`config.mk`:
```
export PLATFORM = sky130hd
export DESIGN_NAME = wide_accumulator_alu_256_core_flat
export DESIGN_NICKNAME = d
export VERILOG_FILES = /design/src/rtl/wacc_pkg.sv /design/src/rtl/wacc_req_if.sv /design/src/rtl/wacc_rsp_if.sv /design/src/rtl/wacc_ctrl.sv /design/src/rtl/wacc_dp.sv /design/src/rtl/wide_accumulator_alu_256_core.sv /design/src/flat_wrapper.sv
export SDC_FILE = /design/constraint.sdc
export NUM_CORES = 2
export LEC_CHECK = 0
export BUFFER_PORTS_ARGS = -buffer_cell sky130_fd_sc_hd__buf_2
export CORE_ASPECT_RATIO = 1.75
export CORE_UTILIZATION = 60
export DETAILED_ROUTE_END_ITERATION = 10
export GPL_TIMING_DRIVEN = 1
export PLACE_DENSITY = 0.83
export SLEW_MARGIN = 20
export SYNTH_ARGS = -nofsm -noshare
export SYNTH_HDL_FRONTEND = slang
export SYNTH_SLANG_ARGS = --single-unit
```
`constraint.sdc`:
```
create_clock -name clk -period 11.2 [get_ports clk]
set_input_delay 1.68 -clock clk [delete_from_list [all_inputs] [get_ports clk]]
set_output_delay 1.68 -clock clk [all_outputs]
set_load 0.01 [all_outputs]
```
`src/rtl/wacc_pkg.sv`:
```
// Shared constants, opcode codes and controller/datapath command type for the
// wide accumulator ALU. No dependencies.
`default_nettype none

package wacc_pkg;

	localparam int LIMBS      = 8;
	localparam int LIMB_WIDTH = 32;
	localparam int FUNC_W     = 3;
	localparam int IDX_W      = 3;
	localparam int CNT_W      = $clog2(LIMBS);
	localparam int SHAMT_W    = $clog2(LIMB_WIDTH);

	typedef logic [FUNC_W-1:0]     func_t;
	typedef logic [IDX_W-1:0]      idx_t;
	typedef logic [LIMB_WIDTH-1:0] limb_t;

	localparam func_t FN_LOAD_A = 3'd0;
	localparam func_t FN_LOAD_B = 3'd1;
	localparam func_t FN_ADD_W  = 3'd2;
	localparam func_t FN_ADD_B  = 3'd3;
	localparam func_t FN_MUL    = 3'd4;
	localparam func_t FN_SHL    = 3'd5;
	localparam func_t FN_CMP    = 3'd6;
	localparam func_t FN_READ   = 3'd7;

	typedef struct packed {
		logic start;   // latch a limb-serial op
		logic single;  // op with no limb steps, result straight to output
		logic step;    // process one limb
		logic finish;  // move limb-serial result to output
	} cmd_t;

endpackage

`default_nettype wire

```
`src/rtl/wacc_req_if.sv`:
```
// Request channel: opcode, limb index and value word.
// Depends on wacc_pkg.
`default_nettype none

interface wacc_req_if;
	logic               valid;
	logic               ready;
	wacc_pkg::func_t    func;
	wacc_pkg::idx_t     limb_index;
	logic [31:0]        value;

	modport source(output valid, output func, output limb_index, output value, input ready);
	modport sink(input valid, input func, input limb_index, input value, output ready);
endinterface

`default_nettype wire

```
`src/rtl/wacc_rsp_if.sv`:
```
// Response channel: read data, compare flag and carry flag.
// Depends on wacc_pkg.
`default_nettype none

interface wacc_rsp_if;
	logic               valid;
	logic               ready;
	logic [31:0]        limb_data;
	logic               greater_or_equal;
	logic               carry_out;

	modport source(output valid, output limb_data, output greater_or_equal,
		output carry_out, input ready);
	modport sink(input valid, input limb_data, input greater_or_equal,
		input carry_out, output ready);
endinterface

`default_nettype wire

```
`src/rtl/wacc_ctrl.sv`:
```
// Sequencer for the wide accumulator: handshakes and limb step count.
// Depends on wacc_pkg.
`default_nettype none

module wacc_ctrl (
	input  wire logic            clk,
	input  wire logic            arst_n,
	input  wire logic            req_valid,
	input  wire wacc_pkg::func_t req_func,
	output logic                 req_ready,
	input  wire logic            rsp_ready,
	output logic                 rsp_valid,
	output wacc_pkg::cmd_t       cmd
);

	localparam logic [1:0] ST_IDLE = 2'd0;
	localparam logic [1:0] ST_RUN  = 2'd1;
	localparam logic [1:0] ST_FIN  = 2'd2;

	logic [1:0]                 state_q;
	logic [wacc_pkg::CNT_W-1:0] cnt_q;
	logic                       rsp_valid_q;
	logic                       out_free;
	logic                       accept;
	logic                       serial_op;

	assign out_free  = !rsp_valid_q || rsp_ready;
	assign req_ready = (state_q == ST_IDLE) && out_free;
	assign accept    = req_valid && req_ready;
	assign serial_op = (req_func != wacc_pkg::FN_LOAD_A) &&
		(req_func != wacc_pkg::FN_LOAD_B) && (req_func != wacc_pkg::FN_READ);
	assign rsp_valid = rsp_valid_q;

	always_comb begin
		cmd        = '0;
		cmd.start  = accept && serial_op;
		cmd.single = accept && !serial_op;
		cmd.step   = (state_q == ST_RUN);
		cmd.finish = (state_q == ST_FIN) && out_free;
	end

	always_ff @(posedge clk or negedge arst_n) begin
		if (!arst_n) begin
			state_q     <= ST_IDLE;
			cnt_q       <= '0;
			rsp_valid_q <= 1'b0;
		end else begin
			if (cmd.single || cmd.finish)
				rsp_valid_q <= 1'b1;
			else if (rsp_ready)
				rsp_valid_q <= 1'b0;
			case (state_q)
				ST_IDLE: begin
					cnt_q <= '0;
					if (cmd.start)
						state_q <= ST_RUN;
				end
				ST_RUN: begin
					cnt_q <= cnt_q + 1'b1;
					if (cnt_q == wacc_pkg::CNT_W'(wacc_pkg::LIMBS - 1))
						state_q <= ST_FIN;
				end
				ST_FIN: begin
					if (out_free)
						state_q <= ST_IDLE;
				end
				default: state_q <= ST_IDLE;
			endcase
		end
	end

endmodule

`default_nettype wire

```
`src/rtl/wacc_dp.sv`:
```
// Datapath: accumulator and operand limb rings, shared 32-bit limb unit,
// output register. Depends on wacc_pkg.
`default_nettype none

module wacc_dp (
	input  wire logic            clk,
	input  wire logic            arst_n,
	input  wire wacc_pkg::cmd_t  cmd,
	input  wire wacc_pkg::func_t req_func,
	input  wire wacc_pkg::idx_t  req_limb_index,
	input  wire wacc_pkg::limb_t req_value,
	output wacc_pkg::limb_t      rsp_limb_data,
	output logic                 rsp_ge,
	output logic                 rsp_carry
);

	localparam int W = wacc_pkg::LIMB_WIDTH;

	wacc_pkg::limb_t acc_q [wacc_pkg::LIMBS];
	wacc_pkg::limb_t opb_q [wacc_pkg::LIMBS];
	wacc_pkg::func_t func_q;
	wacc_pkg::limb_t val_q;
	wacc_pkg::limb_t cy_q;
	logic            ge_q;
	wacc_pkg::limb_t data_q;
	logic            ge_out_q;
	logic            carry_out_q;

	wacc_pkg::limb_t a;
	wacc_pkg::limb_t b;
	wacc_pkg::limb_t addend;
	logic [W:0]      sum;
	logic [2*W-1:0]  prod;
	logic [2*W-1:0]  shl;
	wacc_pkg::limb_t res;
	wacc_pkg::limb_t cy_d;
	logic            ge_d;

	always_comb begin
		a      = acc_q[0];
		b      = opb_q[0];
		addend = (func_q == wacc_pkg::FN_ADD_B) ? b : val_q;
		sum    = {1'b0, a} + {1'b0, addend} + {{W{1'b0}}, cy_q[0]};
		prod   = {{W{1'b0}}, a} * {{W{1'b0}}, val_q} + {{W{1'b0}}, cy_q};
		shl    = {a, cy_q} << val_q[wacc_pkg::SHAMT_W-1:0];
		res    = a;
		cy_d   = cy_q;
		ge_d   = ge_q;
		case (func_q)
			wacc_pkg::FN_ADD_W, wacc_pkg::FN_ADD_B: begin
				res  = sum[W-1:0];
				cy_d = {{(W-1){1'b0}}, sum[W]};
			end
			wacc_pkg::FN_MUL: begin
				res  = prod[W-1:0];
				cy_d = prod[2*W-1:W];
			end
			wacc_pkg::FN_SHL: begin
				res  = shl[2*W-1:W];
				cy_d = a;
			end
			wacc_pkg::FN_CMP: begin
				// limbs arrive low to high, so a higher unequal limb overrides
				if (a > b)
					ge_d = 1'b1;
				else if (a < b)
					ge_d = 1'b0;
			end
			default: ;
		endcase
	end

	always_ff @(posedge clk or negedge arst_n) begin
		if (!arst_n) begin
			for (int i = 0; i < wacc_pkg::LIMBS; i++) begin
				acc_q[i] <= '0;
				opb_q[i] <= '0;
			end
		end else if (cmd.step) begin
			for (int i = 0; i < wacc_pkg::LIMBS - 1; i++) begin
				acc_q[i] <= acc_q[i+1];
				opb_q[i] <= opb_q[i+1];
			end
			acc_q[wacc_pkg::LIMBS-1] <= res;
			opb_q[wacc_pkg::LIMBS-1] <= b;
		end else if (cmd.single) begin
			if (req_func == wacc_pkg::FN_LOAD_A)
				acc_q[req_limb_index] <= req_value;
			else if (req_func == wacc_pkg::FN_LOAD_B)
				opb_q[req_limb_index] <= req_value;
		end
	end

	always_ff @(posedge clk) begin
		if (cmd.start) begin
			func_q <= req_func;
			val_q  <= req_value;
			cy_q   <= '0;
			ge_q   <= 1'b1;
		end else if (cmd.step) begin
			cy_q <= cy_d;
			ge_q <= ge_d;
			if (func_q == wacc_pkg::FN_ADD_W)
				val_q <= '0;
		end
		if (cmd.single) begin
			data_q      <= (req_func == wacc_pkg::FN_READ) ? acc_q[req_limb_index] : '0;
			ge_out_q    <= 1'b0;
			carry_out_q <= 1'b0;
		end else if (cmd.finish) begin
			data_q      <= '0;
			ge_out_q    <= (func_q == wacc_pkg::FN_CMP) && ge_q;
			carry_out_q <= ((func_q == wacc_pkg::FN_ADD_W || func_q == wacc_pkg::FN_ADD_B)
				&& cy_q[0]) || ((func_q == wacc_pkg::FN_MUL) && (cy_q != '0));
		end
	end

	assign rsp_limb_data = data_q;
	assign rsp_ge        = ge_out_q;
	assign rsp_carry     = carry_out_q;

endmodule

`default_nettype wire

```
`src/rtl/wide_accumulator_alu_256_core.sv`:
```
// Channel  Dir  Word
// req      in   func, limb_index, value
// rsp      out  limb_data, greater_or_equal, carry_out
//
// Loads and reads finish at accept. Add, multiply, shift and compare run
// in order: accept, eight limb steps through the shared 32-bit limb unit,
// then the output register load. arst_n clears both 256-bit registers and
// the sequencer. A stalled rsp word holds the block after its limb steps;
// a new req word is taken while the old rsp word is being taken.
// Depends on wacc_pkg, wacc_req_if, wacc_rsp_if, wacc_ctrl, wacc_dp.
`default_nettype none

module wide_accumulator_alu_256_core (
	input  wire logic   clk,
	input  wire logic   arst_n,
	wacc_req_if.sink    req,
	wacc_rsp_if.source  rsp
);

	wacc_pkg::cmd_t cmd;

	wacc_ctrl u_ctrl (
		.clk       (clk),
		.arst_n    (arst_n),
		.req_valid (req.valid),
		.req_func  (req.func),
		.req_ready (req.ready),
		.rsp_ready (rsp.ready),
		.rsp_valid (rsp.valid),
		.cmd       (cmd)
	);

	wacc_dp u_dp (
		.clk            (clk),
		.arst_n         (arst_n),
		.cmd            (cmd),
		.req_func       (req.func),
		.req_limb_index (req.limb_index),
		.req_value      (req.value),
		.rsp_limb_data  (rsp.limb_data),
		.rsp_ge         (rsp.greater_or_equal),
		.rsp_carry      (rsp.carry_out)
	);

`ifndef SYNTHESIS
	a_cmd_onehot: assert property (@(posedge clk) disable iff (!arst_n)
		$onehot0({cmd.start, cmd.single, cmd.step, cmd.finish}))
		else $error("more than one datapath command");

	a_busy_after_start: assert property (@(posedge clk) disable iff (!arst_n)
		cmd.start |=> !req.ready && cmd.step)
		else $error("limb steps did not follow a start");

	a_no_finish_on_stall: assert property (@(posedge clk) disable iff (!arst_n)
		rsp.valid && !rsp.ready |-> !cmd.finish && !cmd.single)
		else $error("output overwritten while stalled");

	a_ready_not_stepping: assert property (@(posedge clk) disable iff (!arst_n)
		req.ready |-> !cmd.step)
		else $error("ready while limb steps run");
`endif

endmodule

`default_nettype wire

```
`src/flat_wrapper.sv`:
```
// flat-port wrapper written by rule: the top's interface ports become plain ports
module wide_accumulator_alu_256_core_flat 
  (clk, arst_n, req_valid, req_func, req_limb_index, req_value, req_ready, rsp_valid, rsp_limb_data, rsp_greater_or_equal, rsp_carry_out, rsp_ready);
  wacc_req_if req_i ();
  wacc_rsp_if rsp_i ();
  input  wire logic clk;
  input  wire logic arst_n;
  input wire logic [$bits(req_i.valid)-1:0] req_valid;
  input wire logic [$bits(req_i.func)-1:0] req_func;
  input wire logic [$bits(req_i.limb_index)-1:0] req_limb_index;
  input wire logic [$bits(req_i.value)-1:0] req_value;
  output wire logic [$bits(req_i.ready)-1:0] req_ready;
  output wire logic [$bits(rsp_i.valid)-1:0] rsp_valid;
  output wire logic [$bits(rsp_i.limb_data)-1:0] rsp_limb_data;
  output wire logic [$bits(rsp_i.greater_or_equal)-1:0] rsp_greater_or_equal;
  output wire logic [$bits(rsp_i.carry_out)-1:0] rsp_carry_out;
  input wire logic [$bits(rsp_i.ready)-1:0] rsp_ready;
  assign req_i.valid = req_valid;
  assign req_i.func = req_func;
  assign req_i.limb_index = req_limb_index;
  assign req_i.value = req_value;
  assign req_ready = req_i.ready;
  assign rsp_valid = rsp_i.valid;
  assign rsp_limb_data = rsp_i.limb_data;
  assign rsp_greater_or_equal = rsp_i.greater_or_equal;
  assign rsp_carry_out = rsp_i.carry_out;
  assign rsp_i.ready = rsp_ready;
  wide_accumulator_alu_256_core u_core (.clk(clk), .arst_n(arst_n), .req(req_i), .rsp(rsp_i));
endmodule
```
Word-level counts from Yosys, hierarchy flattened
Index checks and enable logic that the tools add are counted.
{"block": "word_totals", "ram_bits": 0, "latchBits": 0, "register_bits": 620, "romBits": 0, "out_inout_bits": 36, "memories": 0}
{"block": "classes", "bitwise_logic": 1, "addsub": 4, "shift": 1, "muxes": 32, "multipliers": 1, "n_eq_ne": 16, "reduce_logical": 38, "div_mod_pow": 0, "magnitude_cmp": 4}
{"op": "two-way mux 256 bit", "count": 7}
{"op": "bitwise mux 256 bit", "count": 2}
{"op": "two-way mux 32 bit", "count": 10}
{"op": "case mux 32 bit (3 select lines)", "count": 2}
{"op": "binary-select mux 32 bit (select 3 bit)", "count": 1}
{"op": "demux 32 bit (select 3 bit)", "count": 1}
{"op": "adder 64 x 32 -> 64 bit", "count": 1}
{"op": "multiplier 32 x 32 -> 64 bit", "count": 1}
{"op": "left shift 64 x 5 -> 64 bit", "count": 1}
{"op": "adder 32 x 32 -> 33 bit", "count": 1}
{"op": "adder 33 x 1 -> 33 bit", "count": 1}
{"op": "greater-than comparator 32 bit", "count": 1}
{"op": "< comparator 32 bit", "count": 1}
{"op": "nonzero test 32 bit", "count": 1}
{"op": "nonzero test 2 bit", "count": 9}
{"op": "equality test 3 bit, second input constant", "count": 5}
{"op": "logical AND 1 bit", "count": 11}
{"op": "AND reduction 3 bit", "count": 3}
{"op": "equality test 3 x 2 -> 1 bit, second input constant", "count": 2}
{"op": "two-way mux 2 bit", "count": 3}
{"op": "case mux 2 bit (3 select lines)", "count": 1}
{"op": "case mux 3 bit (2 select lines)", "count": 1}
{"op": "AND reduction 2 bit", "count": 3}
{"op": "nonzero test 3 bit", "count": 2}
{"op": "17 further kinds", "count": 26}

Depth between registers and ports, before layout
{"block": "depth", "depth_word": 10, "depth_mapped": 32}

Hierarchy
A second synthesis with hierarchy kept.
{"block": "hier_totals", "hier_cells": 7832, "hier_area_um2": 70968.1}
{"module": "wacc_dp", "seq_area_each_um2": 15524.9, "instances": 1, "area_per_inst_um2": 70650.3, "cells_each": 7805}
{"module": "wacc_ctrl", "seq_area_each_um2": 150.1, "instances": 1, "area_per_inst_um2": 317.8, "cells_each": 27}

Worst setup path before layout
Ideal clock, no wire load.
{"block": "synth_timing", "path_kind": "register to register", "start": "register u_core.u_dp.val_q[1]", "end": "register u_core.u_dp.cy_q[12]", "arrival_ns": 7.984, "setup_ns": 0.132, "required_ns": 11.068, "period_less_slack_ns": 8.116, "path_slack_ns": 3.084, "stages_incl_launch_ff": 31, "path_cell_list": "edfxtp_1 -> buf_4 -> buf_2 -> buf_4 -> clkbuf_1 -> clkbuf_1 -> and2_1 -> fa_1 -> fa_1 -> fa_1 -> inv_1 -> fa_1 -> inv_1 -> fa_1 -> inv_1 -> fa_1 -> inv_1 -> fa_1 -> inv_1 -> fa_1 -> inv_1 -> ha_1 -> buf_2 -> nand4_1 -> or4_1 -> o211ai_2 -> o21ai_1 -> o41ai_2 -> xor2_1 -> a222oi_1 -> nor2_1"}
{"block": "synth_between", "elab_chain_cells": 3}
{"item": "from (decl)", "line_no": "wacc_dp.sv:22", "rtl": "wacc_pkg::limb_t val_q;"}
{"item": "from (signal assigned)", "line_no": "wacc_dp.sv:97", "rtl": "val_q <= req_value;"}
{"item": "multiplier 32 x 32 -> 64 bit", "line_no": "wacc_dp.sv:44", "rtl": "prod = {{W{1'b0}}, a} * {{W{1'b0}}, val_q} + {{W{1'b0}}, cy_q};"}
{"item": "adder 64 x 32 -> 64 bit", "line_no": "wacc_dp.sv:44"}
{"item": "case mux 32 bit (3 select lines)", "line_no": "wacc_dp.sv:49", "rtl": "case (func_q)"}
{"item": "to (signal assigned)", "line_no": "wacc_dp.sv:101", "rtl": "cy_q <= cy_d;"}
{"item": "to (decl)", "line_no": "wacc_dp.sv:23", "rtl": "wacc_pkg::limb_t cy_q;"}
No other way between the ends.
A chain may end at the register's enable or synchronous reset.

Final worst setup path
{"block": "layout_timing", "start": "register u_core.u_dp.acc_q, in the netlist u_core.u_dp.a[23]", "end": "register u_core.u_dp.cy_q[12]"}
{"block": "layout_between", "elab_chain_cells": 3}
{"item": "from (decl)", "line_no": "wacc_dp.sv:19", "rtl": "wacc_pkg::limb_t acc_q [wacc_pkg::LIMBS];"}
{"item": "from (signal, indexed assignment)", "line_no": "wacc_dp.sv:81", "rtl": "acc_q[i] <= acc_q[i+1];"}
{"item": "from (signal, indexed assignment)", "line_no": "wacc_dp.sv:84", "rtl": "acc_q[wacc_pkg::LIMBS-1] <= res;"}
{"item": "from (signal, indexed assignment)", "line_no": "wacc_dp.sv:88", "rtl": "acc_q[req_limb_index] <= req_value;"}
{"item": "multiplier 32 x 32 -> 64 bit", "line_no": "wacc_dp.sv:44"}
{"item": "adder 64 x 32 -> 64 bit", "line_no": "wacc_dp.sv:44"}
{"item": "case mux 32 bit (3 select lines)", "line_no": "wacc_dp.sv:49"}
No other way between the ends.

==> impl_metrics.env <==
export IMPL_post_cts_resized=0
export IMPL_fin_skew_ns=0.0302
export IMPL_nNetsFinal=8641
export IMPL_max_slew_worst_pin_slew_ns=1.30
export IMPL_regToRegSetupSlack_ns=2.35
export IMPL_io_buffer_count=77
export IMPL_pin_count=78
export IMPL_grt_ovfl_total=0
export IMPL_clock_sinks=620
export IMPL_cts_setup_buffers=0
export IMPL_fmax_mhz=113
export IMPL_tns_ns=0
export IMPL_path_max_fanout=22
export IMPL_crit_path_frequent_cell="fa_1"
export IMPL_fp_coreArea_sq_um=113000
export IMPL_avgSynthCellArea_sq_um=8.87
export IMPL_nFillCells=9214
export IMPL_wl_met3_um=19300
export IMPL_rsz0062_at_grt="no"
export IMPL_grt_max_degree=170
export IMPL_drt_iter0_markers=6335
export IMPL_synth_cell_types=92
export IMPL_dr_total_vias=58900
export IMPL_ys_seq_elements=620
export IMPL_route_detailed_drc=0
export IMPL_hold_path_depth=1
export IMPL_gp_congestion=1.04
export IMPL_hpwl_um=171000
export IMPL_routed_wl_um=236000
export IMPL_grt_pass1_wl_um=363000
export IMPL_dr_pass1_iters=6
export IMPL_finalHoldViolCount=0
export IMPL_path_clk_slew_ns=0.07
export IMPL_ys_async_sr_fraction=0.835
export IMPL_via_per_inst=6.64
export IMPL_cts_buffer_depth=3
export IMPL_r2r_start="u_core.u_dp.a[23]"
export IMPL_worst_hold_path_type="reg2reg"
export IMPL_hold_buffers=0
export IMPL_crit_slowest_cell="dfrtp_1"
export IMPL_ff2ff_path_depth=23
export IMPL_crit_chain="buf_4 > and2_1 > fa_1 > fa_1 > fa_1 > inv_1 > fa_1 > inv_1 > fa_1 > fa_1 > fa_1 > inv_1 > fa_1 > inv_1 > ha_1 > nand4_1 > or4_1 > o211ai_2 > o21ai_1 > o41ai_2 > xor2_1 > a222oi_1 > nor2_1"
export IMPL_worst_hold_startpoint="u_core.u_ctrl.cnt_q[0]"
export IMPL_maxCapViolCount=0
export IMPL_post_drt_wl_per_cell_um=26.6
export IMPL_synth_edf_count=67
export IMPL_syn_nets=8992
export IMPL_setup_viol=0
export IMPL_finalCritPeriodShare=0.790
export IMPL_ys_warnings_count=0
export IMPL_mappedNetlistArea_sq_um=68200
export IMPL_synthToLayoutAreaGrowth_pct=4.50
export IMPL_r2r_end="u_core.u_dp.cy_q[12]"
export IMPL_start_kind="register"
export IMPL_grt_pass1_vias=63400
export IMPL_period_needed_ns=8.85
export IMPL_htreeDepth=2
export IMPL_cp_slowest_stage_delay_ns=0.97
export IMPL_crit_type="reg2reg"
export IMPL_drive_gt1_frac=0.0585
export IMPL_syn_inst=7690
export IMPL_arrival_ns=9.37
export IMPL_status="finished clean"
export IMPL_seq_area_frac_synth=0.230
export IMPL_whs_endpoint="u_core.u_ctrl.cnt_q[0]"
export IMPL_required_ns=11.72
export IMPL_antenna_found_initial=16
export IMPL_cts_tree="built"
export IMPL_cp_end_kind="register"
export IMPL_clk_latency_ns=0.66
export IMPL_ctsRootBufferMaster="clkbuf_16"
export IMPL_slew_headroom=0.131
export IMPL_synth_main_ff_cell="dfrtp_1"
export IMPL_die_area_sq_um=115000
export IMPL_maxSlewViolCount=0
export IMPL_start_util=0.605
export IMPL_rows=163
export IMPL_routedLengthMet1_um=74000
export IMPL_highest_layer="met5"
export IMPL_wl_met2_um=118000
export IMPL_cts_buffers=53
export IMPL_die_w_um=257
export IMPL_ant_nets=0
export IMPL_track_usage=0.415
export IMPL_die_h_um=448
==> per-layer routing <==
metal  GRT usage  vias up
li1            -    24500
met1       0.433    29200
met2       0.722     3782
met3      0.0675     1497
met4       0.372       10
met5           0        -
==> layout by cell type, fill, tap and decap left out, drive strengths merged, types with 46 or more instances in the layout <==
| cell | count |
|---|---|
| a22oi | 82 |
| buf | 229 |
| mux2i | 64 |
| a31oi | 52 |
| fa | 930 |
| clkbuf | 71 |
| and2 | 620 |
| dfrtp | 518 |
| ha | 330 |
| nand2 | 675 |
| xnor2 | 46 |
| inv | 1070 |
| o21ai | 181 |
| edfxtp | 67 |
| a21o | 53 |
| nor2 | 643 |
| a221oi | 47 |
| a21oi | 643 |
| o22ai | 503 |
==> synth_stat cells, types with 24 or more instances <==
library cell,n,area share
edfxtp_1,67,0.029
a22o_1,37,0.0047
a21oi_1,643,0.047
a21o_1,52,0.0057
nand4_1,28,0.0026
mux2i_1,64,0.0094
buf_2,50,0.0037
xnor2_1,46,0.0059
dfrtp_1,518,0.19
dfxtp_1,35,0.010
clkbuf_1,531,0.029
inv_1,1062,0.058
buf_1,48,0.0026
a31oi_1,50,0.0046
and2_1,620,0.057
o21ai_0,171,0.013
o21a_1,24,0.0026
o22ai_1,503,0.046
nor3_1,24,0.0018
fa_1,930,0.27
xor2_1,30,0.0039
ha_1,330,0.061
nor2_1,643,0.035
a221oi_1,46,0.0059
nand3_1,37,0.0027
mux4_2,39,0.013
a22oi_1,82,0.0090
nand2_1,675,0.037
==> worst max-delay path, delay by kind of cell, from the launching register on <==
kind / cells / cell delay (ns)
adders and majority gates: 9 / 4.41
and+or+nand+nor: 4 / 1.04
DFF: 1 / 0.97
xor gates and xnor gates: 1 / 0.13
AOI/OAI and AO/OA: 4 / 1.43
buffers and inverters: 5 / 0.70
==> through the flow <==
stage / worst slack [ns] / util / cell area [sq um] / instances / hold slack (ns)
floorplan: 3.08 / - / 68200 / 7690 / 0.448
global placement: 2.62 / 0.615 / 69400 / 8768 / 0.492
detailed placement: 2.50 / 0.615 / 69400 / 8768 / 0.498
CTS: 2.49 / 0.632 / 71300 / 8865 / 0.507
global route: 2.11 / 0.632 / 71300 / 8871 / 0.546
finish: 2.35 / 0.632 / 71300 / 8874 / 0.524
==> registers in the layout (all words and copies together), names as in the netlist <==
name / flops
u_core.u_dp.func_q: 3
u_core.u_dp.rsp_limb_data: 32
u_core.u_ctrl.cnt_q: 3
u_core.u_dp.val_q: 32
u_core.u_dp.rsp_carry: 1
u_core.u_ctrl.rsp_valid: 1
u_core.u_dp.cy_q: 32
u_core.u_dp.a: 32
u_core.u_dp.acc_q: 224
u_core.u_dp.rsp_ge: 1
u_core.u_ctrl.state_q: 2
u_core.u_dp.b: 32
u_core.u_dp.opb_q: 224
u_core.u_dp.ge_q: 1
==> cell families after synthesis <==
| family | count (synthesis) | synth area share |
|---|---|---|
| compound gates | 1790 | 0.162 |
| xor+xnor | 76 | 0.00975 |
| fa+ha+maj | 1260 | 0.333 |
| buf+inv | 1699 | 0.0947 |
| flops | 620 | 0.230 |
| mux | 108 | 0.0231 |
| simple gates | 2137 | 0.147 |
==> worst max path at each step <==
stage	slack (ns)	endpoint	start	depth (start not counted)
4_1_cts	2.49	u_core.u_dp.cy_q[12]	u_core.u_dp.a[23]	23
6_report	2.35	u_core.u_dp.cy_q[12]	u_core.u_dp.a[23]	23
2_1_floorplan	3.08	u_core.u_dp.cy_q[12]	u_core.u_dp.val_q[1]	30
3_5_place_dp	2.50	u_core.u_dp.cy_q[12]	u_core.u_dp.a[23]	23
5_1_grt	2.11	u_core.u_dp.cy_q[12]	u_core.u_dp.a[23]	23
3_3_place_gp	2.62	u_core.u_dp.cy_q[10]	u_core.u_dp.val_q[2]	27
==> layout make-up <==
cell class | count | area (sq um) | share of cell area
inverters | 1064 | 3990 | 0.0560
clock buffers | 71 | 1540 | 0.0215
well taps | 1485 | 1860 | 0.0261
clock inverters | 26 | 352 | 0.00493
flip-flops and latches | 620 | 15700 | 0.220
diodes | 8 | 20.0 | 0.000281
multi-input cells | 5371 | 46300 | 0.649
repair buffers | 229 | 1610 | 0.0226
Power is not shown: default switching activity piles up to over one toggle a cycle in this logic, so the estimate is an artifact.
